===== config.mk =====
export PLATFORM = sky130hd
export DESIGN_NAME = gregorian_date_add_days
export DESIGN_NICKNAME = d
export VERILOG_FILES = /design/src/rtl/gda_pkg.sv /design/src/rtl/gda_rem400.sv /design/src/rtl/gda_step.sv /design/src/rtl/gregorian_date_add_days.sv
export VERILOG_INCLUDE_DIRS = /design/src /design/src/rtl
export SDC_FILE = /design/constraint.sdc
export NUM_CORES = 1
export LEC_CHECK = 0
export BUFFER_PORTS_ARGS = -buffer_cell sky130_fd_sc_hd__buf_2
export CORE_UTILIZATION = 45
export CTS_CLUSTER_DIAMETER = 40
export DETAILED_ROUTE_END_ITERATION = 12
export GPL_ROUTABILITY_DRIVEN = 0
export PLACE_DENSITY = 0.7
export SLEW_MARGIN = 20
export SYNTH_ARGS = -nofsm -noshare
export SYNTH_HDL_FRONTEND = slang
export SYNTH_SLANG_ARGS = --single-unit

===== constraint.sdc =====
create_clock -name clk -period 11.6 [get_ports clk]
set_input_delay 1.74 -clock clk [delete_from_list [all_inputs] [get_ports clk]]
set_output_delay 1.74 -clock clk [all_outputs]
set_load 0.005 [all_outputs]

===== src/rtl/gregorian_date_add_days_assert.svh =====
// ---------------------------------------------------------------------------
// Assertion macros for the calendar date block
// Concurrent checks that compile to nothing when SYNTH is defined.
// ---------------------------------------------------------------------------
`ifndef GREGORIAN_DATE_ADD_DAYS_ASSERT_SVH
`define GREGORIAN_DATE_ADD_DAYS_ASSERT_SVH

`ifndef SYNTH
// Property that must hold at every clock edge out of reset
`define GDA_ASSERT_ALWAYS(lbl, clk, rstn, prop, msg) \
  lbl: assert property (@(posedge clk) disable iff (!(rstn)) (prop)) else $error(msg);
// Same-cycle implication
`define GDA_ASSERT_IMPLIES(lbl, clk, rstn, ante, cons, msg) \
  lbl: assert property (@(posedge clk) disable iff (!(rstn)) (ante) |-> (cons)) else $error(msg);
`else
`define GDA_ASSERT_ALWAYS(lbl, clk, rstn, prop, msg)
`define GDA_ASSERT_IMPLIES(lbl, clk, rstn, ante, cons, msg)
`endif

`endif


===== src/rtl/gda_pkg.sv =====
// ---------------------------------------------------------------------------
// gda_pkg
// Shared types, field layout and calendar helpers for the date block.
// ---------------------------------------------------------------------------
`default_nettype none

package gda_pkg;

  // Field widths
  localparam int YEAR_IN_W  = 16;
  localparam int MONTH_W    = 4;
  localparam int DAY_W      = 5;
  localparam int DAYS_IN_W  = 16;
  localparam int STATUS_W   = 2;

  // Input tdata layout: new_year, new_month, new_day, days_to_add
  localparam int IN_YEAR_LSB  = 0;
  localparam int IN_MONTH_LSB = IN_YEAR_LSB + YEAR_IN_W;
  localparam int IN_DAY_LSB   = IN_MONTH_LSB + MONTH_W;
  localparam int IN_DAYS_LSB  = IN_DAY_LSB + DAY_W;
  localparam int IN_DATA_W    = 48;

  // Output tdata layout: cur_year, cur_month, cur_day, status
  localparam int OUT_FIELDS_W = YEAR_IN_W + MONTH_W + DAY_W + STATUS_W;
  localparam int OUT_DATA_W   = 32;

  // Calendar constants
  localparam int LEAP_CYCLE      = 400;
  localparam int CENTURY         = 100;
  localparam int MONTHS_PER_YEAR = 12;
  localparam int MONTH_JAN       = 1;
  localparam int DAYS_LONG       = 31;
  localparam int DAYS_SHORT      = 30;
  localparam int DAYS_FEB        = 28;
  localparam int DAYS_FEB_LEAP   = 29;

  // Year mod 400 tracking; 400 = 16 * 25, quotient by 25 through a reciprocal
  localparam int REM_W     = 9;
  localparam int REM_LO_W  = 4;
  localparam int REM_ODD   = 25;
  localparam int REM_ODD_W = 5;
  localparam int QUOT_W    = 8;
  localparam int RECIP_SH  = 16;
  // ceil(2^16 / 25); exact for every 12-bit dividend
  localparam int RECIP_ODD = 2622;

  // Reset date: 1970-01-01
  localparam int RESET_YEAR = 1970;
  localparam int RESET_M400 = RESET_YEAR % LEAP_CYCLE;

  typedef enum logic [STATUS_W-1:0] {
    STS_OK       = 2'd0,
    STS_BAD_LOAD = 2'd1,
    STS_WRAP     = 2'd2
  } status_t;

  typedef enum logic {
    MODE_LOAD = 1'b0,
    MODE_ADD  = 1'b1
  } mode_t;

  typedef enum logic [2:0] {
    S_IDLE,
    S_REM,
    S_CHECK,
    S_ADD,
    S_DONE
  } state_t;

  // Remainder unit status
  typedef struct packed {
    logic busy;
    logic done;
  } rem_sts_t;

  // Month step unit status
  typedef struct packed {
    logic last;
    logic wrap;
  } step_sts_t;

  // Leap year from year mod 4 (low bits) and year mod 400
  function automatic logic is_leap(input logic [1:0] y_lo, input logic [REM_W-1:0] m400);
    logic century;
    century = (m400 == REM_W'(CENTURY)) || (m400 == REM_W'(2 * CENTURY)) ||
              (m400 == REM_W'(3 * CENTURY));
    return (y_lo == 2'b00) && !century;
  endfunction

  // Month length; zero for a month outside 1..12
  function automatic logic [DAY_W-1:0] month_days(input logic [MONTH_W-1:0] month,
                                                  input logic leap);
    logic [DAY_W-1:0] dim;
    case (month)
      4'd1, 4'd3, 4'd5, 4'd7, 4'd8, 4'd10, 4'd12: dim = DAY_W'(DAYS_LONG);
      4'd4, 4'd6, 4'd9, 4'd11:                   dim = DAY_W'(DAYS_SHORT);
      4'd2:    dim = leap ? DAY_W'(DAYS_FEB_LEAP) : DAY_W'(DAYS_FEB);
      default: dim = '0;
    endcase
    return dim;
  endfunction

endpackage

`default_nettype wire


===== src/rtl/gda_rem400.sv =====
// ---------------------------------------------------------------------------
// gda_rem400
// Year mod 400 in two steps: reciprocal multiply for the quotient by 25,
// then a multiply-subtract for the remainder.
// ---------------------------------------------------------------------------
`default_nettype none

module gda_rem400 (
  input  wire logic                          clk,
  input  wire logic                          rst_n,
  input  wire logic                          start,
  input  wire logic [gda_pkg::YEAR_IN_W-1:0] value,
  output gda_pkg::rem_sts_t                  sts,
  output logic      [gda_pkg::REM_W-1:0]     rem
);

  // year = 16 * hi + lo, so year mod 400 = 16 * (hi mod 25) + lo
  localparam int HI_W   = gda_pkg::YEAR_IN_W - gda_pkg::REM_LO_W;
  localparam int PROD_W = gda_pkg::RECIP_SH + gda_pkg::QUOT_W;

  logic                           quot_busy_r, quot_busy_nxt;
  logic                           sub_busy_r, sub_busy_nxt;
  logic                           done_r, done_nxt;
  logic [gda_pkg::YEAR_IN_W-1:0]  val_r, val_nxt;
  logic [gda_pkg::QUOT_W-1:0]     quot_r, quot_nxt;
  logic [gda_pkg::REM_W-1:0]      rem_r, rem_nxt;
  logic [HI_W-1:0]                hi;
  logic [PROD_W-1:0]              prod;
  logic [HI_W-1:0]                hi_mod;

  // Quotient step, then remainder step
  always_comb begin
    hi            = val_r[gda_pkg::YEAR_IN_W-1 -: HI_W];
    prod          = PROD_W'(hi) * PROD_W'(gda_pkg::RECIP_ODD);
    hi_mod        = hi - HI_W'(quot_r) * HI_W'(gda_pkg::REM_ODD);
    quot_busy_nxt = 1'b0;
    sub_busy_nxt  = 1'b0;
    done_nxt      = 1'b0;
    val_nxt       = val_r;
    quot_nxt      = quot_r;
    rem_nxt       = rem_r;
    if (start) begin
      val_nxt       = value;
      quot_busy_nxt = 1'b1;
    end
    if (quot_busy_r) begin
      quot_nxt     = prod[PROD_W-1 -: gda_pkg::QUOT_W];
      sub_busy_nxt = 1'b1;
    end
    if (sub_busy_r) begin
      rem_nxt  = {hi_mod[gda_pkg::REM_ODD_W-1:0], val_r[gda_pkg::REM_LO_W-1:0]};
      done_nxt = 1'b1;
    end
  end

  // Control
  always_ff @(posedge clk) begin
    if (!rst_n) begin
      quot_busy_r <= 1'b0;
      sub_busy_r  <= 1'b0;
      done_r      <= 1'b0;
    end else begin
      quot_busy_r <= quot_busy_nxt;
      sub_busy_r  <= sub_busy_nxt;
      done_r      <= done_nxt;
    end
  end

  // Datapath
  always_ff @(posedge clk) begin
    val_r  <= val_nxt;
    quot_r <= quot_nxt;
    rem_r  <= rem_nxt;
  end

  assign sts.busy = quot_busy_r || sub_busy_r;
  assign sts.done = done_r;
  assign rem      = rem_r;

endmodule

`default_nettype wire


===== src/rtl/gda_step.sv =====
// ---------------------------------------------------------------------------
// gda_step
// One month step of the add: finish inside the month or roll to the next.
// ---------------------------------------------------------------------------
`default_nettype none

module gda_step #(
  parameter int YEAR_BITS = 16,
  parameter int ADD_BITS  = 16
) (
  input  wire logic [YEAR_BITS-1:0]          year,
  input  wire logic [gda_pkg::REM_W-1:0]     m400,
  input  wire logic [gda_pkg::MONTH_W-1:0]   month,
  input  wire logic [gda_pkg::DAY_W-1:0]     day,
  input  wire logic [ADD_BITS-1:0]           left,
  output logic      [YEAR_BITS-1:0]          year_out,
  output logic      [gda_pkg::REM_W-1:0]     m400_out,
  output logic      [gda_pkg::MONTH_W-1:0]   month_out,
  output logic      [gda_pkg::DAY_W-1:0]     day_out,
  output logic      [ADD_BITS-1:0]           left_out,
  output gda_pkg::step_sts_t                 sts
);

  localparam int SUM_W = ((ADD_BITS > gda_pkg::DAY_W) ? ADD_BITS : gda_pkg::DAY_W) + 1;

  logic                        leap;
  logic [gda_pkg::DAY_W-1:0]   dim;
  logic [SUM_W-1:0]            sum;
  logic [gda_pkg::DAY_W:0]     gap;
  logic [SUM_W-1:0]            diff;

  always_comb begin
    leap = gda_pkg::is_leap(year[1:0], m400);
    dim  = gda_pkg::month_days(month, leap);
    sum  = SUM_W'(left) + SUM_W'(day);
    // days to reach the first of next month
    gap  = {1'b0, dim} - {1'b0, day} + (gda_pkg::DAY_W + 1)'(1);
    diff = SUM_W'(left) - SUM_W'(gap);

    year_out  = year;
    m400_out  = m400;
    month_out = month;
    day_out   = day;
    left_out  = left;
    sts       = '0;

    if (sum <= SUM_W'(dim)) begin
      // lands inside this month
      day_out  = sum[gda_pkg::DAY_W-1:0];
      left_out = '0;
      sts.last = 1'b1;
    end else begin
      left_out = diff[ADD_BITS-1:0];
      day_out  = gda_pkg::DAY_W'(1);
      if (month == gda_pkg::MONTH_W'(gda_pkg::MONTHS_PER_YEAR)) begin
        month_out = gda_pkg::MONTH_W'(gda_pkg::MONTH_JAN);
        if (year == '1) begin
          // year wraps to 0, which is a leap year
          year_out = '0;
          m400_out = '0;
          sts.wrap = 1'b1;
        end else begin
          year_out = year + YEAR_BITS'(1);
          if (m400 == gda_pkg::REM_W'(gda_pkg::LEAP_CYCLE - 1)) begin
            m400_out = '0;
          end else begin
            m400_out = m400 + gda_pkg::REM_W'(1);
          end
        end
      end else begin
        month_out = month + gda_pkg::MONTH_W'(1);
      end
    end
  end

endmodule

`default_nettype wire


===== src/rtl/gregorian_date_add_days.sv =====
// ---------------------------------------------------------------------------
// gregorian_date_add_days
// Calendar date register with validated load and add-days by month steps.
// ---------------------------------------------------------------------------
//
//  Channel | Dir | tdata (low bit up)                       | tuser
//  --------+-----+------------------------------------------+-------------
//  in_     | in  | new_year, new_month, new_day, days_to_add| mode
//  out_    | out | cur_year, cur_month, cur_day, status     | -
//
//  Add: S_IDLE accepts the item, S_ADD takes one month step per crossed month
//    in the month step unit up to the landing step, then S_DONE sends the result.
//  Load: S_REM waits on the two-step mod-400 unit for the leap check.
//  Reset: date 1970-01-01, no transaction pending.
//  The result waits in an output register; the next item is accepted while
//    it waits, and that item's result holds in S_DONE until the register frees.
//
`default_nettype none

module gregorian_date_add_days #(
  parameter int YEAR_BITS = 16,
  parameter int ADD_BITS  = 16
) (
  input  wire logic                            clk,
  input  wire logic                            rst_n,
  // new_year[15:0], new_month[19:16], new_day[24:20], days_to_add[40:25], zero pad
  input  wire logic [gda_pkg::IN_DATA_W-1:0]   in_tdata,
  // mode[0]
  input  wire logic [0:0]                      in_tuser,
  input  wire logic                            in_tvalid,
  output logic                                 in_tready,
  // cur_year[15:0], cur_month[19:16], cur_day[24:20], status[26:25], zero pad
  output logic      [gda_pkg::OUT_DATA_W-1:0]  out_tdata,
  output logic                                 out_tvalid,
  input  wire logic                            out_tready
);

`include "gregorian_date_add_days_assert.svh"

  gda_pkg::state_t                   state_r, state_nxt;
  gda_pkg::status_t                  status_r, status_nxt;
  logic [YEAR_BITS-1:0]              year_r, year_nxt;
  logic [gda_pkg::REM_W-1:0]         m400_r, m400_nxt;
  logic [gda_pkg::MONTH_W-1:0]       month_r, month_nxt;
  logic [gda_pkg::DAY_W-1:0]         day_r, day_nxt;
  logic [ADD_BITS-1:0]               left_r, left_nxt;
  logic [gda_pkg::YEAR_IN_W-1:0]     ld_year_r, ld_year_nxt;
  logic [gda_pkg::MONTH_W-1:0]       ld_month_r, ld_month_nxt;
  logic [gda_pkg::DAY_W-1:0]         ld_day_r, ld_day_nxt;
  logic                              out_valid_r, out_valid_nxt;
  logic [gda_pkg::OUT_DATA_W-1:0]    out_data_r, out_data_nxt;

  logic                              in_xfer;
  gda_pkg::mode_t                    in_mode;
  logic [gda_pkg::YEAR_IN_W-1:0]     in_year;
  logic [gda_pkg::DAYS_IN_W-1:0]     in_days;
  logic                              rem_start;
  gda_pkg::rem_sts_t                 rem_sts;
  logic [gda_pkg::REM_W-1:0]         rem;

  logic [YEAR_BITS-1:0]              st_year;
  logic [gda_pkg::REM_W-1:0]         st_m400;
  logic [gda_pkg::MONTH_W-1:0]       st_month;
  logic [gda_pkg::DAY_W-1:0]         st_day;
  logic [ADD_BITS-1:0]               st_left;
  gda_pkg::step_sts_t                st_sts;

  logic [31:0]                       ld_year_ext;
  logic                              ld_fits;
  logic [gda_pkg::DAY_W-1:0]         ld_dim;
  logic                              ld_ok;
  logic [47:0]                       year_ext;
  logic [gda_pkg::DAY_W-1:0]         cur_dim;

  // Input field unpacking
  assign in_tready = (state_r == gda_pkg::S_IDLE);
  assign in_xfer   = in_tvalid && in_tready;
  assign in_mode   = gda_pkg::mode_t'(in_tuser[0]);
  assign in_year   = in_tdata[gda_pkg::IN_YEAR_LSB +: gda_pkg::YEAR_IN_W];
  assign in_days   = in_tdata[gda_pkg::IN_DAYS_LSB +: gda_pkg::DAYS_IN_W];
  assign rem_start = in_xfer && (in_mode == gda_pkg::MODE_LOAD);

  // Year mod 400 for load validation
  gda_rem400 u_rem (
    .clk   (clk),
    .rst_n (rst_n),
    .start (rem_start),
    .value (in_year),
    .sts   (rem_sts),
    .rem   (rem)
  );

  // Month step unit for the add
  gda_step #(
    .YEAR_BITS (YEAR_BITS),
    .ADD_BITS  (ADD_BITS)
  ) u_step (
    .year      (year_r),
    .m400      (m400_r),
    .month     (month_r),
    .day       (day_r),
    .left      (left_r),
    .year_out  (st_year),
    .m400_out  (st_m400),
    .month_out (st_month),
    .day_out   (st_day),
    .left_out  (st_left),
    .sts       (st_sts)
  );

  // Load check and output formatting
  always_comb begin
    ld_year_ext = 32'(ld_year_r);
    ld_fits     = (ld_year_ext >> YEAR_BITS) == 32'd0;
    ld_dim      = gda_pkg::month_days(ld_month_r, gda_pkg::is_leap(ld_year_r[1:0], rem));
    ld_ok       = ld_fits && (ld_dim != '0) && (ld_day_r != '0) && (ld_day_r <= ld_dim);
    year_ext    = 48'(year_r);
    cur_dim     = gda_pkg::month_days(month_r, gda_pkg::is_leap(year_r[1:0], m400_r));
  end

  // Sequencer: next state and datapath
  always_comb begin
    state_nxt     = state_r;
    status_nxt    = status_r;
    year_nxt      = year_r;
    m400_nxt      = m400_r;
    month_nxt     = month_r;
    day_nxt       = day_r;
    left_nxt      = left_r;
    ld_year_nxt   = ld_year_r;
    ld_month_nxt  = ld_month_r;
    ld_day_nxt    = ld_day_r;
    out_valid_nxt = out_valid_r && !out_tready;
    out_data_nxt  = out_data_r;

    case (state_r)
      gda_pkg::S_IDLE: begin
        if (in_xfer) begin
          status_nxt   = gda_pkg::STS_OK;
          ld_year_nxt  = in_year;
          ld_month_nxt = in_tdata[gda_pkg::IN_MONTH_LSB +: gda_pkg::MONTH_W];
          ld_day_nxt   = in_tdata[gda_pkg::IN_DAY_LSB +: gda_pkg::DAY_W];
          left_nxt     = ADD_BITS'(in_days);
          state_nxt    = (in_mode == gda_pkg::MODE_ADD) ? gda_pkg::S_ADD : gda_pkg::S_REM;
        end
      end
      gda_pkg::S_REM: begin
        if (rem_sts.done) begin
          state_nxt = gda_pkg::S_CHECK;
        end
      end
      gda_pkg::S_CHECK: begin
        if (ld_ok) begin
          year_nxt  = YEAR_BITS'(ld_year_ext);
          m400_nxt  = rem;
          month_nxt = ld_month_r;
          day_nxt   = ld_day_r;
        end else begin
          status_nxt = gda_pkg::STS_BAD_LOAD;
        end
        state_nxt = gda_pkg::S_DONE;
      end
      gda_pkg::S_ADD: begin
        year_nxt  = st_year;
        m400_nxt  = st_m400;
        month_nxt = st_month;
        day_nxt   = st_day;
        left_nxt  = st_left;
        if (st_sts.wrap) begin
          status_nxt = gda_pkg::STS_WRAP;
        end
        if (st_sts.last) begin
          state_nxt = gda_pkg::S_DONE;
        end
      end
      gda_pkg::S_DONE: begin
        if (!out_valid_r || out_tready) begin
          out_valid_nxt = 1'b1;
          out_data_nxt  = gda_pkg::OUT_DATA_W'({status_r, day_r, month_r, year_ext[15:0]});
          state_nxt     = gda_pkg::S_IDLE;
        end
      end
      default: begin
        state_nxt = gda_pkg::S_IDLE;
      end
    endcase
  end

  // State register
  always_ff @(posedge clk) begin
    if (!rst_n) begin
      state_r <= gda_pkg::S_IDLE;
    end else begin
      state_r <= state_nxt;
    end
  end

  // Date and control registers
  always_ff @(posedge clk) begin
    if (!rst_n) begin
      year_r      <= YEAR_BITS'(gda_pkg::RESET_YEAR);
      m400_r      <= gda_pkg::REM_W'(gda_pkg::RESET_M400);
      month_r     <= gda_pkg::MONTH_W'(gda_pkg::MONTH_JAN);
      day_r       <= gda_pkg::DAY_W'(1);
      status_r    <= gda_pkg::STS_OK;
      out_valid_r <= 1'b0;
    end else begin
      year_r      <= year_nxt;
      m400_r      <= m400_nxt;
      month_r     <= month_nxt;
      day_r       <= day_nxt;
      status_r    <= status_nxt;
      out_valid_r <= out_valid_nxt;
    end
  end

  // Payload registers
  always_ff @(posedge clk) begin
    left_r     <= left_nxt;
    ld_year_r  <= ld_year_nxt;
    ld_month_r <= ld_month_nxt;
    ld_day_r   <= ld_day_nxt;
    out_data_r <= out_data_nxt;
  end

  assign out_tvalid = out_valid_r;
  assign out_tdata  = out_data_r;

  // Checks
  `GDA_ASSERT_ALWAYS(a_month_range, clk, rst_n, (month_r >= 4'd1) && (month_r <= 4'd12), "stored month out of range")
  `GDA_ASSERT_ALWAYS(a_day_range, clk, rst_n, (day_r != '0) && (day_r <= cur_dim), "stored day outside month")
  `GDA_ASSERT_ALWAYS(a_m400_sync, clk, rst_n, m400_r[1:0] == year_r[1:0], "year mod 400 tracking lost")
  `GDA_ASSERT_IMPLIES(a_rem_done_state, clk, rst_n, rem_sts.done, state_r == gda_pkg::S_REM, "remainder done outside load")
  `GDA_ASSERT_IMPLIES(a_idle_rem_quiet, clk, rst_n, state_r == gda_pkg::S_IDLE, !rem_sts.busy, "remainder unit busy while idle")

endmodule

`default_nettype wire


* After elaboration in Yosys (flattened, before gate mapping) *
Index checks and enable logic that the tools add are counted.

word-level totals
  register bits after elaboration = 144

cells by class
  add/subtract/negate cells = 8
  $mul = 2
  $lt $le $gt $ge = 2
  equality and inequality tests = 45
  muxes and demuxes = 44
  bitwise gates (word level) = 1
  reduce and logical (&&, ||, !) cells = 36

operators with widths
  cell                                                                   number
  16-bit two-way mux                                                     6
  16-bit case mux with 2 select lines                                    2
  9-bit two-way mux                                                      5
  4-bit equality test, second input constant                             10
  4-bit by 3-bit equality test with 1-bit output, second input constant  8
  5-bit case mux with 3 select lines                                     2
  9-bit equality test, second input constant                             3
  12-bit by 11-bit multiplier with 23-bit output, second input constant  1
  9-bit by 7-bit equality test with 1-bit output, second input constant  2
  9-bit by 8-bit equality test with 1-bit output, second input constant  2
  9-bit case mux with 2 select lines                                     1
  16-bit by 5-bit adder with 17-bit output                               1
  17-bit by 5-bit <= comparator with 1-bit output                        1
  16-bit by 1-bit adder with 16-bit output, second input constant        1
  16-bit equality test, second input constant                            1
  4-bit by 2-bit equality test with 1-bit output, second input constant  4
  16-bit by 6-bit subtractor with 16-bit output                          1
  3-bit case mux with 5 select lines                                     1
  7-bit OR reduction                                                     2
  3-bit two-way mux                                                      4
  4-bit two-way mux                                                      3
  2-bit inequality test, second input constant                           6
  4-bit AND reduction                                                    3
  1-bit two-way mux                                                      11
  29 further kinds                                                       57

* Depth between registers and ports, before layout *
Gate-level depths: netlist (run 1).

  depth after elaboration = 12
  gate-level depth with buffers = 21

* Cells and area by module *
From an unflattened synthesis (run 1), not the netlist that was laid out.

second synthesis, totals
  cells, all modules = 1033
  area, all modules = 10397.5 µm²

modules (own cells, without submodules)
  module                   instances  cells an instance  area each (µm²)  sequential area each (µm²)
  gregorian_date_add_days  1          367                4421.7           2842.7
  gda_rem400               1          329                3689.8           960.9
  gda_step                 1          337                2285.9           0.0

* Worst setup path before layout (run 1) *
Ideal clock, no wire load.

  path type = register -> register
  from = register u_rem.val_r[12] (netlist name)
  to = register u_rem.quot_r[4] (netlist name), data pin
  library setup time = 270 ps
  arrival = 4551 ps
  required time = 11330 ps
  path slack = 6779 ps
  cell stages (with the launch flop) = 15
  path buffers = 0
  cells stage by stage = edfxtp_1 fa_1 ha_1 inv_1 fa_1 fa_1 inv_1 fa_1 ha_1 and4_1 o2111ai_1 a21oi_1 o311ai_0 a21oi_1 or3b_2

on the way
  cells in the longest elaborated chain, start to end = 1

ends and longest elaborated chain
  what                                            line              RTL
  start: declaration                              gda_rem400.sv:24  logic [gda_pkg::YEAR_IN_W-1:0] val_r, val_nxt;
  start signal: assignment                        gda_rem400.sv:71  val_r <= val_nxt;
  12-bit by 11-bit multiplier with 23-bit output  gda_rem400.sv:34  prod = PROD_W'(hi) * PROD_W'(gda_pkg::RECIP_ODD);
  net u_rem.prod[20]                              gda_rem400.sv:28  logic [PROD_W-1:0] prod;
  end signal: assignment                          gda_rem400.sv:72  quot_r <= quot_nxt;
  end: declaration                                gda_rem400.sv:25  logic [gda_pkg::QUOT_W-1:0] quot_r, quot_nxt;

The timed path passes the listed nets, and every way through them passes these cells.
A chain may end at the register's enable or synchronous reset.

* Worst setup path in the final report (run 1) *
  from = register u_rem.val_r[13] (netlist name)
  to = register u_rem.quot_r[4] (netlist name), data pin

Same word-level chain as after synthesis.

==> results.yml, run 1 <==
timing:
  slew_headroom_pct: 26.1
  finalSetupViolations: 0
  skew_ns: 0.00990
  setup_tns_ns: 0
  final_hold_viol_count: 0
  tightest_slew_ns: 1.11
  fmax_ghz: 0.191
  hold_slack_ns: 0.422
  fin_crit_sh_pct: 45.1
  period_needed_ns: 5.23
  report.final.slew_viol_count: 0
  rsz0062_at_grt: "no"
worst_hold_path:
  whs_endpoint: "u_rem.rem[2]"
  hp-start: "u_rem.val_r[2]"
  worstHoldPathType: "register to register"
  hold-path-cell-count: 0
setup_path:
  required_ns: 11.77
  cp_slowest_cell: "o311ai_0"
  r2r_slack_ns: 6.37
  timing.rr.start: "u_rem.val_r[13]"
  rr_worst_depth: 14
  worstPathArrival_ns: 5.41
  worstSetupPathType: "register to register"
  cp-start-kind: "register"
  worstReg2RegEnd: "u_rem.quot_r[4]"
  path_buf_inv: 2
  end_kind: "register"
  critical-path-top-delay-family: "adder cells"
  crit_chain: "fa_1 -> ha_1 -> inv_1 -> fa_1 -> fa_1 -> inv_1 -> fa_1 -> ha_1 -> and4_1 -> o2111ai_1 -> a21oi_1 -> o311ai_0 -> a21oi_1 -> or3b_2"
  critical_path.max_stage_delay_ns: 0.68
  cp_max_fo: 7
  worst_path_most_repeated_cell: "fa_1"
synthesis:
  yosysMostFrequentCell: "ha_1"
  synth-seq-cells: 141
  synth_edf_count: 98
  ys_async_sr_fraction_pct: 0
  synth_cells: 960
  yosys-top-cells-count: "ha_1 (120), inv_1 (115), edfxtp_1 (98)"
  yosysWarnings: 0
  synth.top_cell.area_share_pct: 29.6
  yosysUniqueCellTypes: 77
  avgSynthCellArea_um2: 10.4
  synthesis.area_um2: 9960
  ys.flop_type: "edfxtp_1"
  yosysSeqAreaShare_pct: 38.2
  yosys.area.top_type: "edfxtp_1"
  ys_top_cells_by_area: "edfxtp_1 (30%), ha_1 (15%), fa_1 (9.0%)"
power_and_ir_drop:
  total_power_uw: 1910
  leakage_uw: 0.00481
  vdd_ir_drop_max_mv: 0.109
  power_per_cell_area_nw_per_um2: 172
floorplanning:
  ios: 87
  rows: 54
  die_area_um2: 22700
  core_area_um2: 21800
  dieWidth_um: 151
  start_util_pct: 45.8
  fp.dieH_um: 151
grt:
  grt_overflow_total: 0
  grt_pass1_wl_um: 35600
  grt_max_degree: 58
  grt_pass1_vias: 7196
  grt_usage_pct: 20.3
  antenna_found_initial: 1
place:
  place_hpwl_um: 15900
  io_buffers: 74
detailed_routing:
  drt_iter0_drc: 564
  final_antenna_net_count: 0
  first_pass_iters: 5
  drc: 0
  avgRoutedWirePerCell_um: 16.6
  wl_um: 21700
  via_per_inst: 5.54
  num_vias: 7263
clocking:
  cts_tree: "yes"
  cts_hold_buf: 0
  clk_pin_slew_worst_paths_ns: 0.07
  postCtsSetupRepairBufs: 0
  cts_buffers: 17
  clk-insertion-delay-late_ns: 0.43
  cts.htree.levels: 4
  ctsResizeCount: 0
  cts-root-buf: "clkbuf_16"
  cts_max_path_buffers: 2
  numClockSinks: 141
finish:
  nNetsFinal: 1235
  area_growth_pct: 11.4
  layout-drive-gt1-share_pct: 13.3
flow_run:
  maxCapViolCount: 0
outcome:
  status: "finished clean"
[per-stage QoR]
stage	setup WS, ns	instance area, um^2	cells	utilization, %
after floorplan	6.78	9970	964	-
after global placement	6.38	10500	1278	48.3
after detailed placement	6.36	10500	1278	48.3
after CTS	6.33	11100	1310	51.0
after global routing	5.99	11100	1311	51.0
final	6.37	11100	1311	51.0
[cell type report]
class | instances | area, um^2
clock inverter | 15 | 154
antenna | 1 | 2.50
tap | 280 | 350
sequential | 141 | 3800
timing repair buffer | 81 | 423
fill | 1957 | 10700
multi-input combinational | 661 | 5500
clock buffer | 17 | 425
inverter | 115 | 432
[metal layers]
metal	global-route usage, %	share of wire, %
met1	27.1	46
met2	33.7	49
met3	3.09	4.2
met4	6.05	1.2
met5	0	0
[cell usage in the layout (no fill, tap or decap), drive strengths merged, types with 33 or more instances in the layout]
master and instances:
edfxtp 98, a21oi 50, nor2 38, dfxtp 43, xnor2 33, o21ai 37, nand2 79, inv 123
ha 120, fa 45, buf 81
[flip-flops by register name, indices dropped and copies added (netlist names)]
register,flops
out_tvalid,1
status_r,2
left_r,16
u_rem.done_r,1
month_r,4
ld_year_r,16
u_rem.quot_r,5
ld_day_r,5
m400_r,9
u_rem.quot_busy_r,1
u_rem.val_r,16
state_r,3
day_r,5
year_r,16
u_rem.sub_busy_r,1
ld_month_r,4
u_rem.rem,9
out_tdata,27
[kinds of logic after synthesis]
logic type / share of synthesized area [%]
and+or+nand+nor: 11.8
AOI/OAI and AO/OA: 13.9
adders and majority gates: 24.1
buffers and inverters: 6.72
DFF: 38.2
xor gates and xnor gates: 3.78
muxes: 1.46
other: 0.0377
[worst register-to-register path: cells and delay by family, from the launching register on]
| kind | cells | cell delay [ns] |
|---|---|---|
| flops | 1 | 0.65 |
| simple gates | 2 | 0.63 |
| fa+ha+maj | 6 | 2.60 |
| compound gates | 4 | 0.99 |
| buf+inv | 2 | 0.13 |
[power breakdown]
| group | internal [uW] | leakage, uW | switching [uW] | total (uW) |
|---|---|---|---|---|
| Clock | 303 | 0.000286 | 234 | 537 |
| Sequential | 604 | 0.00126 | 53.2 | 657 |
| Combinational | 323 | 0.00326 | 393 | 716 |
[worst max-delay path by stage]
stage / cells past startpoint / startpoint / slack, ns / to
2_1_floorplan: 14 / u_rem.val_r[12] / 6.78 / u_rem.quot_r[4]
3_3_place_gp: 14 / u_rem.val_r[14] / 6.38 / u_rem.quot_r[4]
3_5_place_dp: 14 / u_rem.val_r[12] / 6.36 / u_rem.quot_r[4]
4_1_cts: 14 / u_rem.val_r[13] / 6.33 / u_rem.quot_r[4]
5_1_grt: 16 / u_rem.val_r[6] / 5.99 / u_rem.quot_r[4]
6_report: 14 / u_rem.val_r[13] / 6.37 / u_rem.quot_r[4]
Power figures use the tool's default switching activity.
==> run 2: changes to the inputs <==
--- a/config.mk
+++ b/config.mk
@@ -6,6 +6,7 @@
 export SDC_FILE = /design/constraint.sdc
 export NUM_CORES = 1
 export LEC_CHECK = 0
+export ABC_AREA = 1
 export BUFFER_PORTS_ARGS = -buffer_cell sky130_fd_sc_hd__buf_2
 export CORE_UTILIZATION = 45
 export CTS_CLUSTER_DIAMETER = 40
==> constraint.sdc (replaced) <==
create_clock -name clk -period 5.4 [get_ports clk]
set_input_delay 0.81 -clock clk [delete_from_list [all_inputs] [get_ports clk]]
set_output_delay 0.81 -clock clk [all_outputs]
set_load 0.005 [all_outputs]
==> run 2 against run 1 <==
Effect of this change:
- the flow now finishes with violations (design-rule violations)
- utilization grew 0.61 points
- synthesized cell count grew 19%
- cell area grew 2.8%
- setup slack lost 5.5 ns
- via count grew 8.2%
- die area grew 2.9%
- hold slack lost 0.0026 ns
- critical path type unchanged
==> results.yml, run 2 <==
clocking:
  cts_max_path_buffers: 2
  clk-insertion-delay-late_ns: 0.43
  cts_tree: "yes"
  ctsResizeCount: 0
  cts-root-buf: "clkbuf_16"
  cts_buffers: 17
  cts.htree.levels: 4
  postCtsSetupRepairBufs: 0
  cts_hold_buf: 0
  clk_pin_slew_worst_paths_ns: 0.06
  numClockSinks: 141
finish:
  area_growth_pct: 11.3
  nFillCells: 1992
  layout_commonest_cell: "nand2_1"
  n_antenna_cell: 0
  nNetsFinal: 1434
  layout-drive-gt1-share_pct: 11.1
  largest_reg_flops: 27
  layout_common_cells: "nand2_1 (227), inv_1 (176), ha_1 (120)"
outcome:
  violations: "design-rule violations"
  status: "finished with violations"
grt:
  antenna_found_initial: 0
  grt_overflow_total: 0
  grt_max_degree: 45
  grt_pass1_wl_um: 37000
  grt_pass1_vias: 7646
  grt_usage_pct: 19.9
timing:
  fin_crit_sh_pct: 84.3
  period_needed_ns: 4.55
  final_hold_viol_count: 0
  setup_tns_ns: 0
  finalSetupViolations: 0
  fmax_ghz: 0.220
  slew_headroom_pct: 32.9
  skew_ns: 0.00789
  report.final.slew_viol_count: 0
  tightest_slew_ns: 1.00
  rsz0062_at_grt: "no"
synthesis:
  yosysSeqAreaShare_pct: 37.1
  yosys-top-cells-count: "nand2_1 (227), inv_1 (177), ha_1 (120)"
  ys_async_sr_fraction_pct: 0
  yosysUniqueCellTypes: 49
  yosys.area.top_type: "edfxtp_1"
  yosysMostFrequentCell: "nand2_1"
  ys.flop_type: "edfxtp_1"
  ys_top_cells_by_area: "edfxtp_1 (29%), ha_1 (15%), fa_1 (8.8%)"
  synth-seq-cells: 141
  synth_edf_count: 98
  avgSynthCellArea_um2: 8.96
  yosysWarnings: 0
  synthesis.area_um2: 10200
  synth.top_cell.area_share_pct: 28.7
  synth_cells: 1144
worst_hold_path:
  whs_endpoint: "u_rem.rem[0]"
  worstHoldPathType: "register to register"
  hp-start: "u_rem.val_r[0]"
  hold-path-cell-count: 0
setup_path:
  required_ns: 5.56
  worstReg2RegEnd: "left_r[14]"
  timing.rr.start: "month_r[0]"
  cp_max_fo: 6
  cp-start-kind: "register"
  worstSetupPathType: "register to register"
  r2r_slack_ns: 0.85
  worstPathArrival_ns: 4.71
  rr_worst_depth: 20
  end_kind: "register"
floorplanning:
  dieWidth_um: 153
  die_area_um2: 23400
  fp.dieH_um: 153
  ios: 87
  rows: 54
  core_area_um2: 22100
  start_util_pct: 46.4
detailed_routing:
  drt_iter0_drc: 487
  drc: 1
  wl_um: 21900
  final_antenna_net_count: 0
  avgRoutedWirePerCell_um: 14.5
  num_vias: 7858
  first_pass_iters: 9
  via_per_inst: 5.21
place:
  place_hpwl_um: 16400
  io_buffers: 74
flow_run:
  maxCapViolCount: 0
## run 2: per-layer routing
| layer | GRT usage, % | wire length [um] | up-vias |
|---|---|---|---|
| li1 | - | - | 3924 |
| met1 | 24.9 | 9770 | 3706 |
| met2 | 34.5 | 10700 | 181 |
| met3 | 3.37 | 967 | 47 |
| met4 | 7.17 | 475 | 0 |
| met5 | 0 | 0 | - |
## run 2: cell type report
cell class	instances	area, um^2	area share, %
clock buffer	17	425	3.73
clock inverter	15	135	1.19
inverter	184	691	6.06
multi-input combinational	793	5590	49.0
sequential	141	3800	33.4
tap	280	350	3.07
timing repair buffer	79	408	3.58
## run 2: worst max-delay path by stage
stage	start	endpoint	slack, ns
2_1_floorplan	u_rem.val_r[14]	u_rem.quot_r[3]	1.20
6_report	month_r[0]	left_r[14]	0.85
3_3_place_gp	month_r[0]	left_r[14]	0.94
5_1_grt	month_r[1]	left_r[13]	0.37
4_1_cts	month_r[0]	left_r[14]	0.84
3_5_place_dp	month_r[0]	left_r[14]	0.88
## run 2: kinds of logic (layout without fill, tap and decap cells)
| family | count (synthesis) | count (layout) | synth area share [%] |
|---|---|---|---|
| adder cells (fa/ha/maj) | 165 | 165 | 23.4 |
| flip-flops | 141 | 141 | 37.1 |
| AO/OA/AOI/OAI | 133 | 133 | 7.23 |
| buffers and inverters | 214 | 295 | 8.54 |
| multiplexers | 1 | 1 | 0.0977 |
| AND/OR/NAND/NOR | 436 | 436 | 19.0 |
| other | 1 | 5 | 0.0366 |
| XOR/XNOR | 53 | 53 | 4.53 |
## run 2: stage by stage
stage                     cells  area [um^2]  setup WS (ns)  hold WS (ns)  util, %
after detailed placement   1477        10800          0.876         0.406     49.1
final                      1509        11400          0.848         0.419     51.6
after global routing       1509        11400          0.371         0.424     51.6
after CTS                  1509        11400          0.839         0.421     51.6
after floorplan            1148        10300           1.20         0.400        -
after global placement     1477        10800          0.943         0.402     49.1
## run 2: critical path, cell delays in order, from the launching register on
cell and delay (ns):
dfxtp_1 0.42, inv_1 0.11, ha_1 0.24, o21a_1 0.19
nor3_1 0.18, inv_1 0.08, nor3_1 0.17, buf_4 0.18
inv_1 0.07, ha_1 0.33, fa_1 0.47, xnor2_1 0.15
ha_1 0.33, a21oi_1 0.15, o21ai_0 0.17, nand2_1 0.10
a21oi_1 0.07, nor3_1 0.42, nand4_1 0.19, xor2_1 0.18
o21ai_0 0.09
Power of run 2 is left out: the tool's default activity adds up to more than one toggle a clock period on the data nets, which glitch-free logic cannot reach.
==> run 3: changes to the inputs <==
==> constraint.sdc (replaced) <==
create_clock -name clk -period 4.6 [get_ports clk]
set_input_delay 0.69 -clock clk [delete_from_list [all_inputs] [get_ports clk]]
set_output_delay 0.69 -clock clk [all_outputs]
set_load 0.005 [all_outputs]
==> run 3 against run 2 <==
Effect of this change:
- the run still ends with design-rule violations left
- register-to-register slack got worse by 0.64 ns
- clock skew increased by 0.0066 ns
- wire length increased by 3.3%
- global-route usage increased by 0.52 points
- first-iteration DRC count increased by 6.8%
- fmax increased by 3.6%
- hold slack improved by 0.00083 ns
- clock-buffer cell count increased by 5
- die area unchanged
- final cell count increased by 0.73%
- via count about the same
- critical path type unchanged
- largest cell class unchanged
==> results.yml, run 3 (synthesized netlist as in run 2, its figures left out) <==
setup_path:
  rr_worst_depth: 15
  worstSetupPathType: "register to register"
  cp_max_fo: 9
  required_ns: 4.78
  end_kind: "register"
  worstPathArrival_ns: 4.57
  cp-start-kind: "register"
grt:
  grt_pass1_vias: 7784
  grt_pass1_wl_um: 37800
  grt_overflow_total: 0
  grt_usage_pct: 20.4
  antenna_found_initial: 0
  grt_max_degree: 39
timing:
  finalSetupViolations: 0
  rsz0062_at_grt: "yes"
  setup_tns_ns: 0
  fmax_ghz: 0.228
  period_needed_ns: 4.39
  slew_headroom_pct: 30.3
  tightest_slew_ns: 1.04
  skew_ns: 0.0145
  fin_ws_ns: 0.207
  final_hold_viol_count: 0
  fin_crit_sh_pct: 95.5
  report.final.slew_viol_count: 0
floorplanning:
  core_area_um2: 22100
  dieWidth_um: 153
  ios: 87
  start_util_pct: 46.4
  rows: 54
  fp.dieH_um: 153
  die_area_um2: 23400
finish:
  layout_common_cells: "nand2_1 (227), inv_1 (176), ha_1 (120)"
  nNetsFinal: 1445
  layout_commonest_cell: "nand2_1"
  largest_reg_flops: 27
  n_antenna_cell: 0
  utilization_pct: 52.1
  area_growth_pct: 12.4
  stdcell_count: 1520
  layout-drive-gt1-share_pct: 11.8
clocking:
  cts_max_path_buffers: 2
  cts_buffers: 17
  cts.htree.levels: 4
  clk-insertion-delay-late_ns: 0.43
  numClockSinks: 141
  cts_hold_buf: 0
  clk_pin_slew_worst_paths_ns: 0.06
  cts-root-buf: "clkbuf_16"
  cts_tree: "yes"
outcome:
  status: "finished with violations"
  violations: "design-rule violations"
flow_run:
  maxCapViolCount: 0
place:
  dp.cells: 1484
  io_buffers: 74
  place_hpwl_um: 16700
  place_ws_ns: 0.0306
detailed_routing:
  via_per_inst: 5.17
  final_antenna_net_count: 0
  drt_iter0_drc: 520
  wl_um: 22600
  first_pass_iters: 9
  drc: 1
  avgRoutedWirePerCell_um: 14.9
  num_vias: 7862
worst_hold_path:
  worstHoldPathType: "register to register"
  hold-path-cell-count: 0
==> run 3: cell types whose count changed in the layout (fill, tap and decap cells not counted), sizes merged <==
cell      change
clkinv        -2
bufinv        +2
clkinvlp      -1
inv           -4
clkbuf        +5
buf          +11
==> run 3: repair_timing <==
| item | in CTS | in global routing |
|---|---|---|
| gates resized for setup | 0 | 3 |
| buffers inserted | 0 | 4 |
| setup endpoints to repair | 0 | 12 |
==> run 3: per-layer routing <==
layer,GRT usage [%],part of all wire (%),up-vias
li1,-,-,3952
met1,25.8,45,3727
met2,35.7,50,158
met3,3.20,3.8,25
met4,6.64,1.8,0
met5,0,0,-
==> run 3: worst paths after layout <==
check / start / to / slack, ns
worst max-delay path: u_rem.val_r[6] / u_rem.quot_r[2] / 0.21
worst min-delay path: u_rem.val_r[0] / u_rem.rem[0] / 0.42
worst min register to register: u_rem.val_r[0] / u_rem.rem[0] / 0.42
worst max register to register: u_rem.val_r[6] / u_rem.quot_r[2] / 0.21
==> run 3: layout make-up <==
| class | instances | area (um^2) |
|---|---|---|
| Sequential cell | 141 | 3800 |
| Clock inverter | 10 | 141 |
| Timing Repair Buffer | 90 | 490 |
| Clock buffer | 22 | 444 |
| Inverter | 184 | 691 |
| Tap cell | 280 | 350 |
| Multi-Input combinational cell | 793 | 5600 |
| Fill cell | 1971 | 10600 |
==> run 3: per-stage QoR <==
| stage | hold WS [ns] | cell area [um^2] |
|---|---|---|
| finish | 0.420 | 11500 |
| global placement | 0.402 | 10900 |
| detailed placement | 0.406 | 10900 |
| global route | 0.417 | 11500 |
| floorplan | 0.400 | 10300 |
| CTS | 0.421 | 11500 |
==> run 3: critical path: stages, from the launching register on <==
cell and delay, ns:
edfxtp_1 0.60, ha_1 0.39, ha_1 0.29, inv_1 0.05
fa_1 0.51, fa_1 0.56, inv_1 0.06, fa_1 0.47
ha_1 0.33, nand4_1 0.14, nor3_1 0.15, o21ai_0 0.11
o2111ai_1 0.16, nand3_1 0.16, nand3_1 0.11, nand2_1 0.06
Power of run 3 is left out for the same reason.
